[src/design/set_assoc_cache_fifo_lookup_macros.svh]
// assertion macros for the set-associative cache lookup
// used by set_assoc_cache_fifo_lookup.sv; expects clk and rst in scope
`ifndef SET_ASSOC_CACHE_FIFO_LOOKUP_MACROS_SVH
`define SET_ASSOC_CACHE_FIFO_LOOKUP_MACROS_SVH

// same-cycle implication, checked outside reset
`define SACF_ASSERT_NOW(lbl, ante, cons, msg) \
  lbl: assert property (@(posedge clk) disable iff (rst) (ante) |-> (cons)) \
    else $error(msg);

// next-cycle implication, checked outside reset
`define SACF_ASSERT_NEXT(lbl, ante, cons, msg) \
  lbl: assert property (@(posedge clk) disable iff (rst) (ante) |=> (cons)) \
    else $error(msg);

`endif

[src/design/sacf_pkg.sv]
// shared types and constants for the set-associative cache lookup
// no dependencies; imported by set_assoc_cache_fifo_lookup
package sacf_pkg;

  localparam int ADDR_W      = 32;
  localparam int BLK_W       = 32;
  localparam int OFFS_W      = 5;
  localparam int WLOG_W      = 3;
  localparam int CNT_W       = 32;
  localparam int IDX_OUT_W   = 6;
  localparam int CFG_IDX_W   = 1;
  localparam int CFG_DATA_W  = 5;

  localparam logic [OFFS_W-1:0] OFFS_RESET = OFFS_W'(10);
  localparam logic [WLOG_W-1:0] WLOG_RESET = WLOG_W'(1);

  // configuration register indexes
  typedef enum logic [CFG_IDX_W-1:0] {
    CFG_OFFSET_BITS = 1'b0,
    CFG_WAYS_LOG2   = 1'b1
  } cfg_reg_t;

  // sequencer states
  typedef enum logic [2:0] {
    ST_CLEAR,
    ST_IDLE,
    ST_SCAN,
    ST_RESOLVE,
    ST_EVICT
  } state_t;

  // saturating counter increment
  function automatic logic [CNT_W-1:0] sat_inc(input logic [CNT_W-1:0] v);
    sat_inc = (&v) ? v : v + CNT_W'(1);
  endfunction

endpackage

[src/design/set_assoc_cache_fifo_lookup.sv]
// set-associative cache lookup with fifo replacement, single module
// depends on sacf_pkg and set_assoc_cache_fifo_lookup_macros.svh
//
// Usage:
//   An access transaction is taken when start is high and busy is low; the
//   address is dropped by offset_bits to a block number whose low bits pick
//   a set. The ways of the set are read from the tag memory one per cycle
//   and compared; then the line is reported, filled or replaced (fifo order
//   through a per-set pointer).
//   The result shows for one cycle with done high; the receiver cannot stall
//   it. The scan reads ways entries (ways = 1 << ways_log2, clamped to
//   LINES; two ways by default), then a resolve state follows, and on a
//   replacement an evict state as well. busy stays high for all but the done
//   cycle, so no new transaction is taken until the current one is through;
//   the scan is bound by the single tag memory read port.
//   Configuration writes (cfg_valid, cfg_ready always high) go to the
//   register named by cfg_index and are meant for idle periods.
//   After reset a clearing pass over all LINES entries wipes the valid bits and
//   set pointers, with busy high. Counters reset to zero and saturate.
//   LINES is a power of two.
module set_assoc_cache_fifo_lookup
  import sacf_pkg::*;
#(
  parameter int LINES = 64
) (
  input  logic                  clk,
  input  logic                  rst,
  input  logic                  start,
  output logic                  busy,
  input  logic [ADDR_W-1:0]     address,
  output logic                  done,
  output logic                  hit,
  output logic [IDX_OUT_W-1:0]  line_index,
  output logic                  evicted_valid,
  output logic [BLK_W-1:0]      evicted_block,
  output logic [CNT_W-1:0]      hit_total,
  output logic [CNT_W-1:0]      miss_total,
  input  logic                  cfg_valid,
  output logic                  cfg_ready,
  input  logic [CFG_IDX_W-1:0]  cfg_index,
  input  logic [CFG_DATA_W-1:0] cfg_data
);

  localparam int LINE_W = (LINES > 1) ? $clog2(LINES) : 1;
  localparam logic [LINE_W-1:0] LINE_LAST = LINE_W'(LINES - 1);

  // configuration registers
  logic [OFFS_W-1:0] offset_bits;
  logic [WLOG_W-1:0] ways_log2;

  // sequencer and per-transaction registers
  state_t            state, state_next;
  logic [LINE_W-1:0] clr_cnt;
  logic [BLK_W-1:0]  blk;
  logic [LINE_W-1:0] set_r;
  logic [LINE_W-1:0] base_r;
  logic [WLOG_W-1:0] w_r;
  logic [LINE_W:0]   issue_cnt;
  logic              cmp_vld;
  logic [LINE_W-1:0] cmp_way;
  logic              hit_found;
  logic [LINE_W-1:0] hit_line;
  logic              inv_found;
  logic [LINE_W-1:0] inv_line;
  logic [CNT_W-1:0]  hit_counter;
  logic [CNT_W-1:0]  miss_counter;

  // memories: tag word is {valid, block}, pointer per set
  logic [BLK_W:0]    tag_mem [LINES];
  logic [LINE_W-1:0] ptr_mem [LINES];
  logic [BLK_W:0]    tag_rdata;
  logic [LINE_W-1:0] ptr_rdata;

  logic              tag_we;
  logic [LINE_W-1:0] tag_waddr;
  logic [BLK_W:0]    tag_wdata;
  logic [LINE_W-1:0] tag_raddr;
  logic              ptr_we;
  logic [LINE_W-1:0] ptr_wdata;

  // geometry of the incoming transaction
  logic [WLOG_W-1:0] w_eff;
  logic [BLK_W-1:0]  blk_in;
  logic [LINE_W-1:0] set_in;
  logic [LINE_W:0]   ways;
  logic [LINE_W-1:0] ways_mask;
  logic [LINE_W-1:0] cmp_line;
  logic              cmp_match;
  logic              cmp_free;
  logic [LINE_W-1:0] ptr_cur;
  logic [LINE_W-1:0] evict_line;
  logic              accept;
  logic [LINE_W+IDX_OUT_W-1:0] line_ext;
  logic [LINE_W-1:0] res_line;

  assign accept    = start && !busy;
  assign busy      = (state != ST_IDLE);
  assign cfg_ready = 1'b1;

  assign w_eff  = (int'(ways_log2) > LINE_W) ? WLOG_W'(LINE_W) : ways_log2;
  assign blk_in = address >> offset_bits;
  assign set_in = blk_in[LINE_W-1:0] & (LINE_LAST >> w_eff);

  assign ways      = (LINE_W+1)'(1) << w_r;
  assign ways_mask = ~({LINE_W{1'b1}} << w_r);
  assign cmp_line  = base_r | cmp_way;
  assign cmp_match = tag_rdata[BLK_W] && (tag_rdata[BLK_W-1:0] == blk);
  assign cmp_free  = !tag_rdata[BLK_W];
  assign ptr_cur   = ptr_rdata & ways_mask;
  assign evict_line = base_r | ptr_cur;

  // configuration writes
  always_ff @(posedge clk) begin
    if (rst) begin
      offset_bits <= OFFS_RESET;
      ways_log2   <= WLOG_RESET;
    end else if (cfg_valid && cfg_ready) begin
      unique case (cfg_reg_t'(cfg_index))
        CFG_OFFSET_BITS: offset_bits <= cfg_data[OFFS_W-1:0];
        CFG_WAYS_LOG2:   ways_log2   <= cfg_data[WLOG_W-1:0];
        default:         ;
      endcase
    end
  end

  // next state
  always_comb begin
    state_next = state;
    unique case (state)
      ST_CLEAR:   if (clr_cnt == LINE_LAST) state_next = ST_IDLE;
      ST_IDLE:    if (start) state_next = ST_SCAN;
      ST_SCAN:    if (cmp_vld && (cmp_way == ways_mask)) state_next = ST_RESOLVE;
      ST_RESOLVE: begin
        if (hit_found || inv_found) state_next = ST_IDLE;
        else state_next = ST_EVICT;
      end
      ST_EVICT:   state_next = ST_IDLE;
      default:    state_next = ST_IDLE;
    endcase
  end

  // memory controls
  always_comb begin
    tag_we    = 1'b0;
    tag_waddr = clr_cnt;
    tag_wdata = '0;
    tag_raddr = base_r;
    ptr_we    = 1'b0;
    ptr_wdata = '0;
    unique case (state)
      ST_CLEAR: begin
        tag_we = 1'b1;
        ptr_we = 1'b1;
      end
      ST_SCAN: begin
        tag_raddr = base_r | issue_cnt[LINE_W-1:0];
      end
      ST_RESOLVE: begin
        tag_raddr = evict_line;
        if (!hit_found && inv_found) begin
          tag_we    = 1'b1;
          tag_waddr = inv_line;
          tag_wdata = {1'b1, blk};
        end
      end
      ST_EVICT: begin
        tag_we    = 1'b1;
        tag_waddr = evict_line;
        tag_wdata = {1'b1, blk};
        ptr_we    = 1'b1;
        ptr_wdata = (ptr_cur + LINE_W'(1)) & ways_mask;
      end
      default: ;
    endcase
  end

  // tag memory, registered read
  always_ff @(posedge clk) begin
    if (tag_we) tag_mem[tag_waddr] <= tag_wdata;
    tag_rdata <= tag_mem[tag_raddr];
  end

  // set pointer memory, written at the sweep address during clearing and at the set on a replacement
  always_ff @(posedge clk) begin
    if (ptr_we) ptr_mem[(state == ST_CLEAR) ? clr_cnt : set_r] <= ptr_wdata;
    ptr_rdata <= ptr_mem[set_r];
  end

  // control state
  always_ff @(posedge clk) begin
    if (rst) begin
      state        <= ST_CLEAR;
      clr_cnt      <= '0;
      done         <= 1'b0;
      hit_counter  <= '0;
      miss_counter <= '0;
    end else begin
      state <= state_next;
      done  <= 1'b0;
      if (state == ST_CLEAR) clr_cnt <= clr_cnt + LINE_W'(1);
      if (state == ST_RESOLVE) begin
        if (hit_found) begin
          hit_counter <= sat_inc(hit_counter);
        end else begin
          miss_counter <= sat_inc(miss_counter);
        end
        if (hit_found || inv_found) done <= 1'b1;
      end
      if (state == ST_EVICT) done <= 1'b1;
    end
  end

  // way scan: issue one read a cycle, compare the one issued before
  always_ff @(posedge clk) begin
    if (accept) begin
      blk       <= blk_in;
      set_r     <= set_in;
      base_r    <= set_in << w_eff;
      w_r       <= w_eff;
      issue_cnt <= '0;
      cmp_vld   <= 1'b0;
      hit_found <= 1'b0;
      inv_found <= 1'b0;
    end else if (state == ST_SCAN) begin
      if (issue_cnt != ways) begin
        issue_cnt <= issue_cnt + (LINE_W+1)'(1);
        cmp_vld   <= 1'b1;
        cmp_way   <= issue_cnt[LINE_W-1:0];
      end else begin
        cmp_vld <= 1'b0;
      end
      if (cmp_vld) begin
        if (!hit_found && cmp_match) begin
          hit_found <= 1'b1;
          hit_line  <= cmp_line;
        end
        if (!inv_found && cmp_free) begin
          inv_found <= 1'b1;
          inv_line  <= cmp_line;
        end
      end
    end
  end

  // result registers
  always_comb begin
    if (state == ST_EVICT) res_line = evict_line;
    else if (hit_found) res_line = hit_line;
    else res_line = inv_line;
  end
  assign line_ext = {{IDX_OUT_W{1'b0}}, res_line};

  always_ff @(posedge clk) begin
    if ((state == ST_RESOLVE) || (state == ST_EVICT)) begin
      hit           <= (state == ST_RESOLVE) && hit_found;
      line_index    <= line_ext[IDX_OUT_W-1:0];
      evicted_valid <= (state == ST_EVICT);
      evicted_block <= (state == ST_EVICT) ? tag_rdata[BLK_W-1:0] : '0;
    end
  end

  assign hit_total  = hit_counter;
  assign miss_total = miss_counter;

  // checks
  `include "set_assoc_cache_fifo_lookup_macros.svh"

  `SACF_ASSERT_NOW(a_hit_no_evict, done && hit, !evicted_valid && (evicted_block == '0),
    "hit reported together with an eviction")
  `SACF_ASSERT_NEXT(a_accept_scans, start && !busy, state == ST_SCAN,
    "accepted transaction did not start the way scan")
  `SACF_ASSERT_NOW(a_issue_bound, state == ST_SCAN, issue_cnt <= ways,
    "way scan ran past the ways of the set")
  `SACF_ASSERT_NEXT(a_evict_done, state == ST_EVICT, done && evicted_valid,
    "replacement finished without a result")

endmodule
[config.mk]
export PLATFORM = sky130hd
export DESIGN_NAME = set_assoc_cache_fifo_lookup
export DESIGN_NICKNAME = d
export VERILOG_FILES = /design/src/design/sacf_pkg.sv /design/src/design/set_assoc_cache_fifo_lookup.sv
export VERILOG_INCLUDE_DIRS = /design/src /design/src/design
export SDC_FILE = /design/constraint.sdc
export NUM_CORES = 2
export LEC_CHECK = 0
export BUFFER_PORTS_ARGS = -buffer_cell sky130_fd_sc_hd__buf_2
export CORE_ASPECT_RATIO = 1.4
export CORE_MARGIN = 3
export CORE_UTILIZATION = 63
export DETAILED_ROUTE_END_ITERATION = 12
export PLACE_DENSITY_LB_ADDON = 0.25
export SLEW_MARGIN = 20
export SYNTH_ARGS = -nofsm -noshare
export SYNTH_HDL_FRONTEND = slang
export SYNTH_SLANG_ARGS = --single-unit
[constraint.sdc]
create_clock -name clk -period 6.1 [get_ports clk]
set_clock_uncertainty 0.05 [all_clocks]
set_input_delay 0.915 -clock clk [delete_from_list [all_inputs] [get_ports clk]]
set_output_delay 0.915 -clock clk [all_outputs]
set_load 0.01 [all_outputs]
# Word-level counts from Yosys, hierarchy flattened
# Memories as Yosys holds them, arrays and structs flattened. A register that Yosys moved wholly into a read port is not among the register bits.
# Index checks and enable logic that the tools add are counted.
# W data, S select, Z words.
word_totals:
  regBits: 197
  ramBits: 2496
  input_bits: 42
  output_inout_bits: 107
  wordCells: 113
  mem_count: 2
classes:
  add_sub_neg: 5
  n_lt_le_gt_ge: 1
  eq_ne: 12
  shift: 5
  mux: 26
  n_bitwise: 12
  reduce_logical: 28
mem_list:
  columns: ["name", "depth", "word_bits", "rd", "rd_clocked_by_memory_dff", "write_ports", "line_no", "rtl"]
  rows:
  - ["tag_mem", 64, 33, 1, 1, 1, "set_assoc_cache_fifo_lookup.sv:69", "logic [BLK_W:0] tag_mem [LINES];"]
  - ["ptr_mem", 64, 6, 1, 1, 1, "set_assoc_cache_fifo_lookup.sv:70", "logic [LINE_W-1:0] ptr_mem [LINES];"]
op_table:
  columns: ["cell", "n"]
  rows:
  - ["$pmux W33 S2", 1]
  - ["$add A32 B1 Y32 const B", 2]
  - ["$reduce_and A32 Y1", 2]
  - ["$mux W33", 1]
  - ["$eq A32 B32 Y1", 1]
  - ["$shr A32 B5 Y32", 1]
  - ["$mux W6", 5]
  - ["$pmux W6 S2", 2]
  - ["$and A6 B6 Y6", 3]
  - ["$or A6 B6 Y6", 3]
  - ["$reduce_and A3 Y1", 6]
  - ["$mux W3", 5]
  - ["$add A6 B1 Y6 const B", 2]
  - ["$pmux W3 S4", 1]
  - ["$mux W1", 10]
  - ["$reduce_and A4 Y1", 2]
  - ["$add A7 B1 Y7 const B", 1]
  - ["$logic_and A1 B1 Y1", 7]
  - ["$ne A7 B7 Y1", 1]
  - ["$shl A1 B3 Y7 const A", 1]
  - ["$eq A3 B2 Y1 const B", 2]
  - ["$eq A6 B6 Y1", 1]
  - ["$eq A6 B6 Y1 const B", 1]
  - ["$ne A2 B2 Y1 const B", 3]
  - ["15 further kinds", 25]

# Logic depth before layout (Yosys ltp)
logic_depth:
  depth_word: 6
  mapped_depth: 16
  ltp_nobuf: 8

# Least setup slack after synthesis
# No wires, ideal clock.
synth_path:
  kind: "register to register"
  from: "reg w_r[2]"
  to: "mem ptr_mem[0][4] in the netlist's numbering (data pin)"
  setup_time_ns: 0.721
  arrival_time_ns: 3.945
  t_required_ns: 5.329
  setup_slack_ns: 1.384
  stages_incl_launch_ff: 7
  path_buffers: 2
  period_less_slack_ns: 4.716
  cell_sequence: "edfxtp_1 clkbuf_1 clkbuf_1 and3_1 nand2_1 xnor2_1 a211oi_1"
synth_between:
  elab_chain_cells: 6
synth_rtl:
  columns: ["element", "line_no", "rtl"]
  rows:
  - ["start: declaration", "set_assoc_cache_fifo_lookup.sv:57", "logic [WLOG_W-1:0] w_r;"]
  - ["start signal: assignment", "set_assoc_cache_fifo_lookup.sv:219", "w_r <= w_eff;"]
  - ["$shl A6 B3 Y6 (*)", "set_assoc_cache_fifo_lookup.sv:105", "assign ways_mask = ~({LINE_W{1'b1}} << w_r);"]
  - ["$not A6 Y6 (*)", "set_assoc_cache_fifo_lookup.sv:105", null]
  - ["$and A6 B6 Y6", "set_assoc_cache_fifo_lookup.sv:109", "assign ptr_cur = ptr_rdata & ways_mask;"]
  - ["$add A6 B1 Y6", "set_assoc_cache_fifo_lookup.sv:171", "ptr_wdata = (ptr_cur + LINE_W'(1)) & ways_mask;"]
  - ["$and A6 B6 Y6 (*)", "set_assoc_cache_fifo_lookup.sv:171", null]
  - ["$mux W6 (*)", "set_assoc_cache_fifo_lookup.sv:150", "unique case (state)"]
  - ["net ptr_wdata[4]", "set_assoc_cache_fifo_lookup.sv:79", "logic [LINE_W-1:0] ptr_wdata;"]
  - ["end: declaration", "set_assoc_cache_fifo_lookup.sv:70", null]
# The timed path passes the listed nets; every way through them passes the cells marked *.

# Worst setup path after layout
layout_path:
  from: "reg state[0]"
  to: "reg tag_rdata[20], read port of tag_mem"
layout_between:
  elab_chain_cells: 2
  word_cells_on_any_way: 3
  cone_classes: "2 x eq/ne; 1 x mux"
layout_rtl:
  columns: ["element", "line_no", "rtl"]
  rows:
  - ["start: declaration", "set_assoc_cache_fifo_lookup.sv:52", "state_t state, state_next;"]
  - ["start signal: assignment", "set_assoc_cache_fifo_lookup.sv:198", "state <= state_next;"]
  - ["$eq A3 B2 Y1", "set_assoc_cache_fifo_lookup.sv:150", null]
  - ["$pmux W6 S2 (*)", "set_assoc_cache_fifo_lookup.sv:150", null]
  - ["end: declaration", "set_assoc_cache_fifo_lookup.sv:71", "logic [BLK_W:0] tag_rdata;"]
# Mark *: on every way between the ends. The rest lies on a longest branch, timed or not.
# A chain may end at the register's enable or synchronous reset.

==> metrics.cfg <==
[setup_path]
timing.setup.critical_path_class=flip-flop to flip-flop
setup.worst_path.start=state[0]
worst_path_largest_cell_delay_ps=1010
data_arrival_time_at_the_worst_slack_endpoint_ps=5790
end_kind=flip-flop
r2r_start=state[0]
timing.critical_path.from_type=flip-flop
crit_chain=and3b_1, a211o_4, buf_4, mux4_2, nand2_1, o21ai_0, nor4_1, nand4_1
worstPathBufferInverterCount=1
cp_slowest_cell=nor4_1
critical_path.top_delay_family=simple AND/OR/NAND/NOR gates
worst-path-max-fanout=39
required_time_worst_endpoint_ps=6590

[global_route]
grt_antenna_before_repair=31
grt_util_all_layers_pct=35.09
grt_remaining_overflow=0
pin_count_of_the_biggest_net_entering_global_routing=122
number_of_global_route_vias_before_repair=62220
grt_pass1_wl_mm=439.2

[min_path]
holdCritStartpoint=cfg_data[4]
timing.hold.worst.class=input pin to flip-flop

[sta]
tightestPinTransition_ps=1299
grt_setup_unrepaired=no
final_min_period_over_clock_period_pct=86.96
setup_viol=0
hold_viol_final=0
setup-tns-final_ps=0
final_period_minus_worst_setup_slack_ps=5305
slew_headroom_pct=12.97
max_freq_mhz=188.5
final_max_slew_viol_count=0

[cts]
clockBufferDepth=3
clk_latency_ps=890
cts_tree=yes
cts.reportedPaths.clkPinSlew_ps=70
cts_buffers=231
postCtsSetupRepairBufs=0
cts_resized=0
ctsHtreeMaxLevel=4
cts.sinks=2732
clock_tree.root_cell=clkbuf_16
cts_hold_repair.buffers=0

[place]
place_hpwl_mm=183.3
io_buffers=147
gp_congestion=1.013

[floorplanning]
floorplan.initialDensity_pct=63.76
placeable_core_region_um2=168800
floorplan.die_area_um2=175900
floorplan.rows=178
design.portCount=149
die_w_um=355.3
die-height_um=495.1

[detailed_routing]
via_per_inst=6.920
detail_route.first_pass.iterations=10
wirelength_mm=307.1
routedWlPerCell_um=33.49
post-route-drc-count=0
detail-route-antenna-nets=0
dr.first_iter.drc_count=9908
routed-via-count=63450

[power_and_ir_drop]
pwr-share-clk_pct=41.8
cell_internal_pwr_mw=28.83
swShare_pct=19.49
combinational_power_share_pct=1.2
seq_power_share_pct=57.0
power_leakage_nw=42.58
switchingPower_mw=6.980
design_power_total_mw=35.81
power_density_nw_per_um2=298.5
peakVddDrop_mv=0.4061

[yosys]
asyncSetResetFlopFracSynth_pct=0
post_synthesis_cell_type_count=88
synth_edf_count=2601
syn_area_um2=107600
post_synth.cell_area_avg_um2=16.65
sequential_to_total_area_share_from_yosys_stat_pct=75.00
yosysWarnings=0
synth_flop_cell=edfxtp_1
ys_seq_elements=2732
synth_fp_nets=6512
syn-instance-count=6465

[layout]
layout-area-overhead-vs-synth_pct=11.48
layout.cells.most_common=edfxtp_1
fill_cells=10220
mostFrequentLayoutCells=edfxtp_1, nand2_1, mux4_2
finalNetCount=6752
share_of_final_layout_standard_cells_stronger_than_drive_strength_1_pct=17.83

[status]
outcome=complete, no violations

[job]
max-cap-violations=0

worst register-to-register path, delay by kind of cell (launching register included):
kind,cells,cell delay [ps]
flops,1,670
simple gates,4,2460
buf+inv,1,640
compound gates,2,670
mux,1,450
final timing paths:
path | to | slack, ps | cells after the start
setup reg to reg | tag_rdata[20] | 800 | 8
hold reg to reg | hit_total[1] | 450 | 2
setup / recovery | tag_rdata[20] | 800 | 8
hold / removal | offset_bits[4] | 250 | 3
per-stage QoR:
stage                     setup WS (ps)  cells  hold WS (ps)  instance area (µm²)  util (%)
after floorplan                    1384   6465         352.9               107600         -
after global placement            923.8   8716         426.7               112200     66.45
after detailed placement          683.9   8719         444.6               112200     66.49
after CTS                         640.6   9152         208.5               119900     71.01
after global routing              766.5   9156         236.3               120000     71.05
final                             795.3   9170         246.0               120000     71.07
final cells by class:
type | instances | area, µm² | area share, %
clock inverter | 127 | 1341 | 1.118
multi-input combinational | 3322 | 25800 | 21.50
clock buffer | 306 | 6296 | 5.247
inverter | 33 | 127.6 | 0.1064
timing repair buffer | 385 | 2840 | 2.367
antenna | 15 | 37.54 | 0.03128
tap | 2250 | 2815 | 2.346
sequential | 2732 | 80730 | 67.28
flip-flops by register name, indices dropped and copies added (netlist names), 7 cells and up:
signal	count
tag_rdata	33
hit_total	32
tag_mem	2112
blk	32
issue_cnt	7
evicted_block	32
miss_total	32
ptr_mem	384
cells in the mapped netlist (92+ instances only):
cell type	n	area share [%]
clkbuf_1	210	0.73
nand3_1	240	1.1
nor2_1	292	1.0
dfxtp_1	131	2.4
nand4_1	114	0.66
mux2i_1	256	2.4
a32oi_1	115	0.94
nand2_1	945	3.3
mux4_2	334	7.0
o21ai_0	92	0.43
edfxtp_1	2601	73
a21oi_1	116	0.54
a31oi_1	119	0.69
power groups by stage:
stage               registers (mW)  logic (mW)  clock network (mW)
floorplan                     20.8       0.284                   0
global placement              20.8       0.412                   0
detailed placement            20.8       0.424                   0
CTS                           20.4       0.429                15.0
global route                  20.4       0.467                15.6
finish                        20.4       0.438                15.0
logic make-up (layout without fill, tap and decap cells):
family                     count (synthesis)  in the layout  synth area share, %
DFF                                     2732           2732                75.00
muxes                                    611            611                9.645
buffers and inverters                    411            851                1.881
AOI/OAI and AO/OA                        728            728                4.779
other                                      1             16             0.003484
and+or+nand+nor                         1881           1881                7.850
adders and majority gates                  5              5              0.05812
xor gates and xnor gates                  96             96               0.7812
per-layer routing:
metal | vias up | track usage (%) | wire length [µm]
li1 | 25910 | - | -
met1 | 31870 | 42.32 | 99330
met2 | 4587 | 57.03 | 150400
met3 | 1063 | 8.177 | 32510
met4 | 22 | 23.31 | 24680
met5 | - | 0 | 174
No activity file was read; power rests on OpenSTA's default activity.
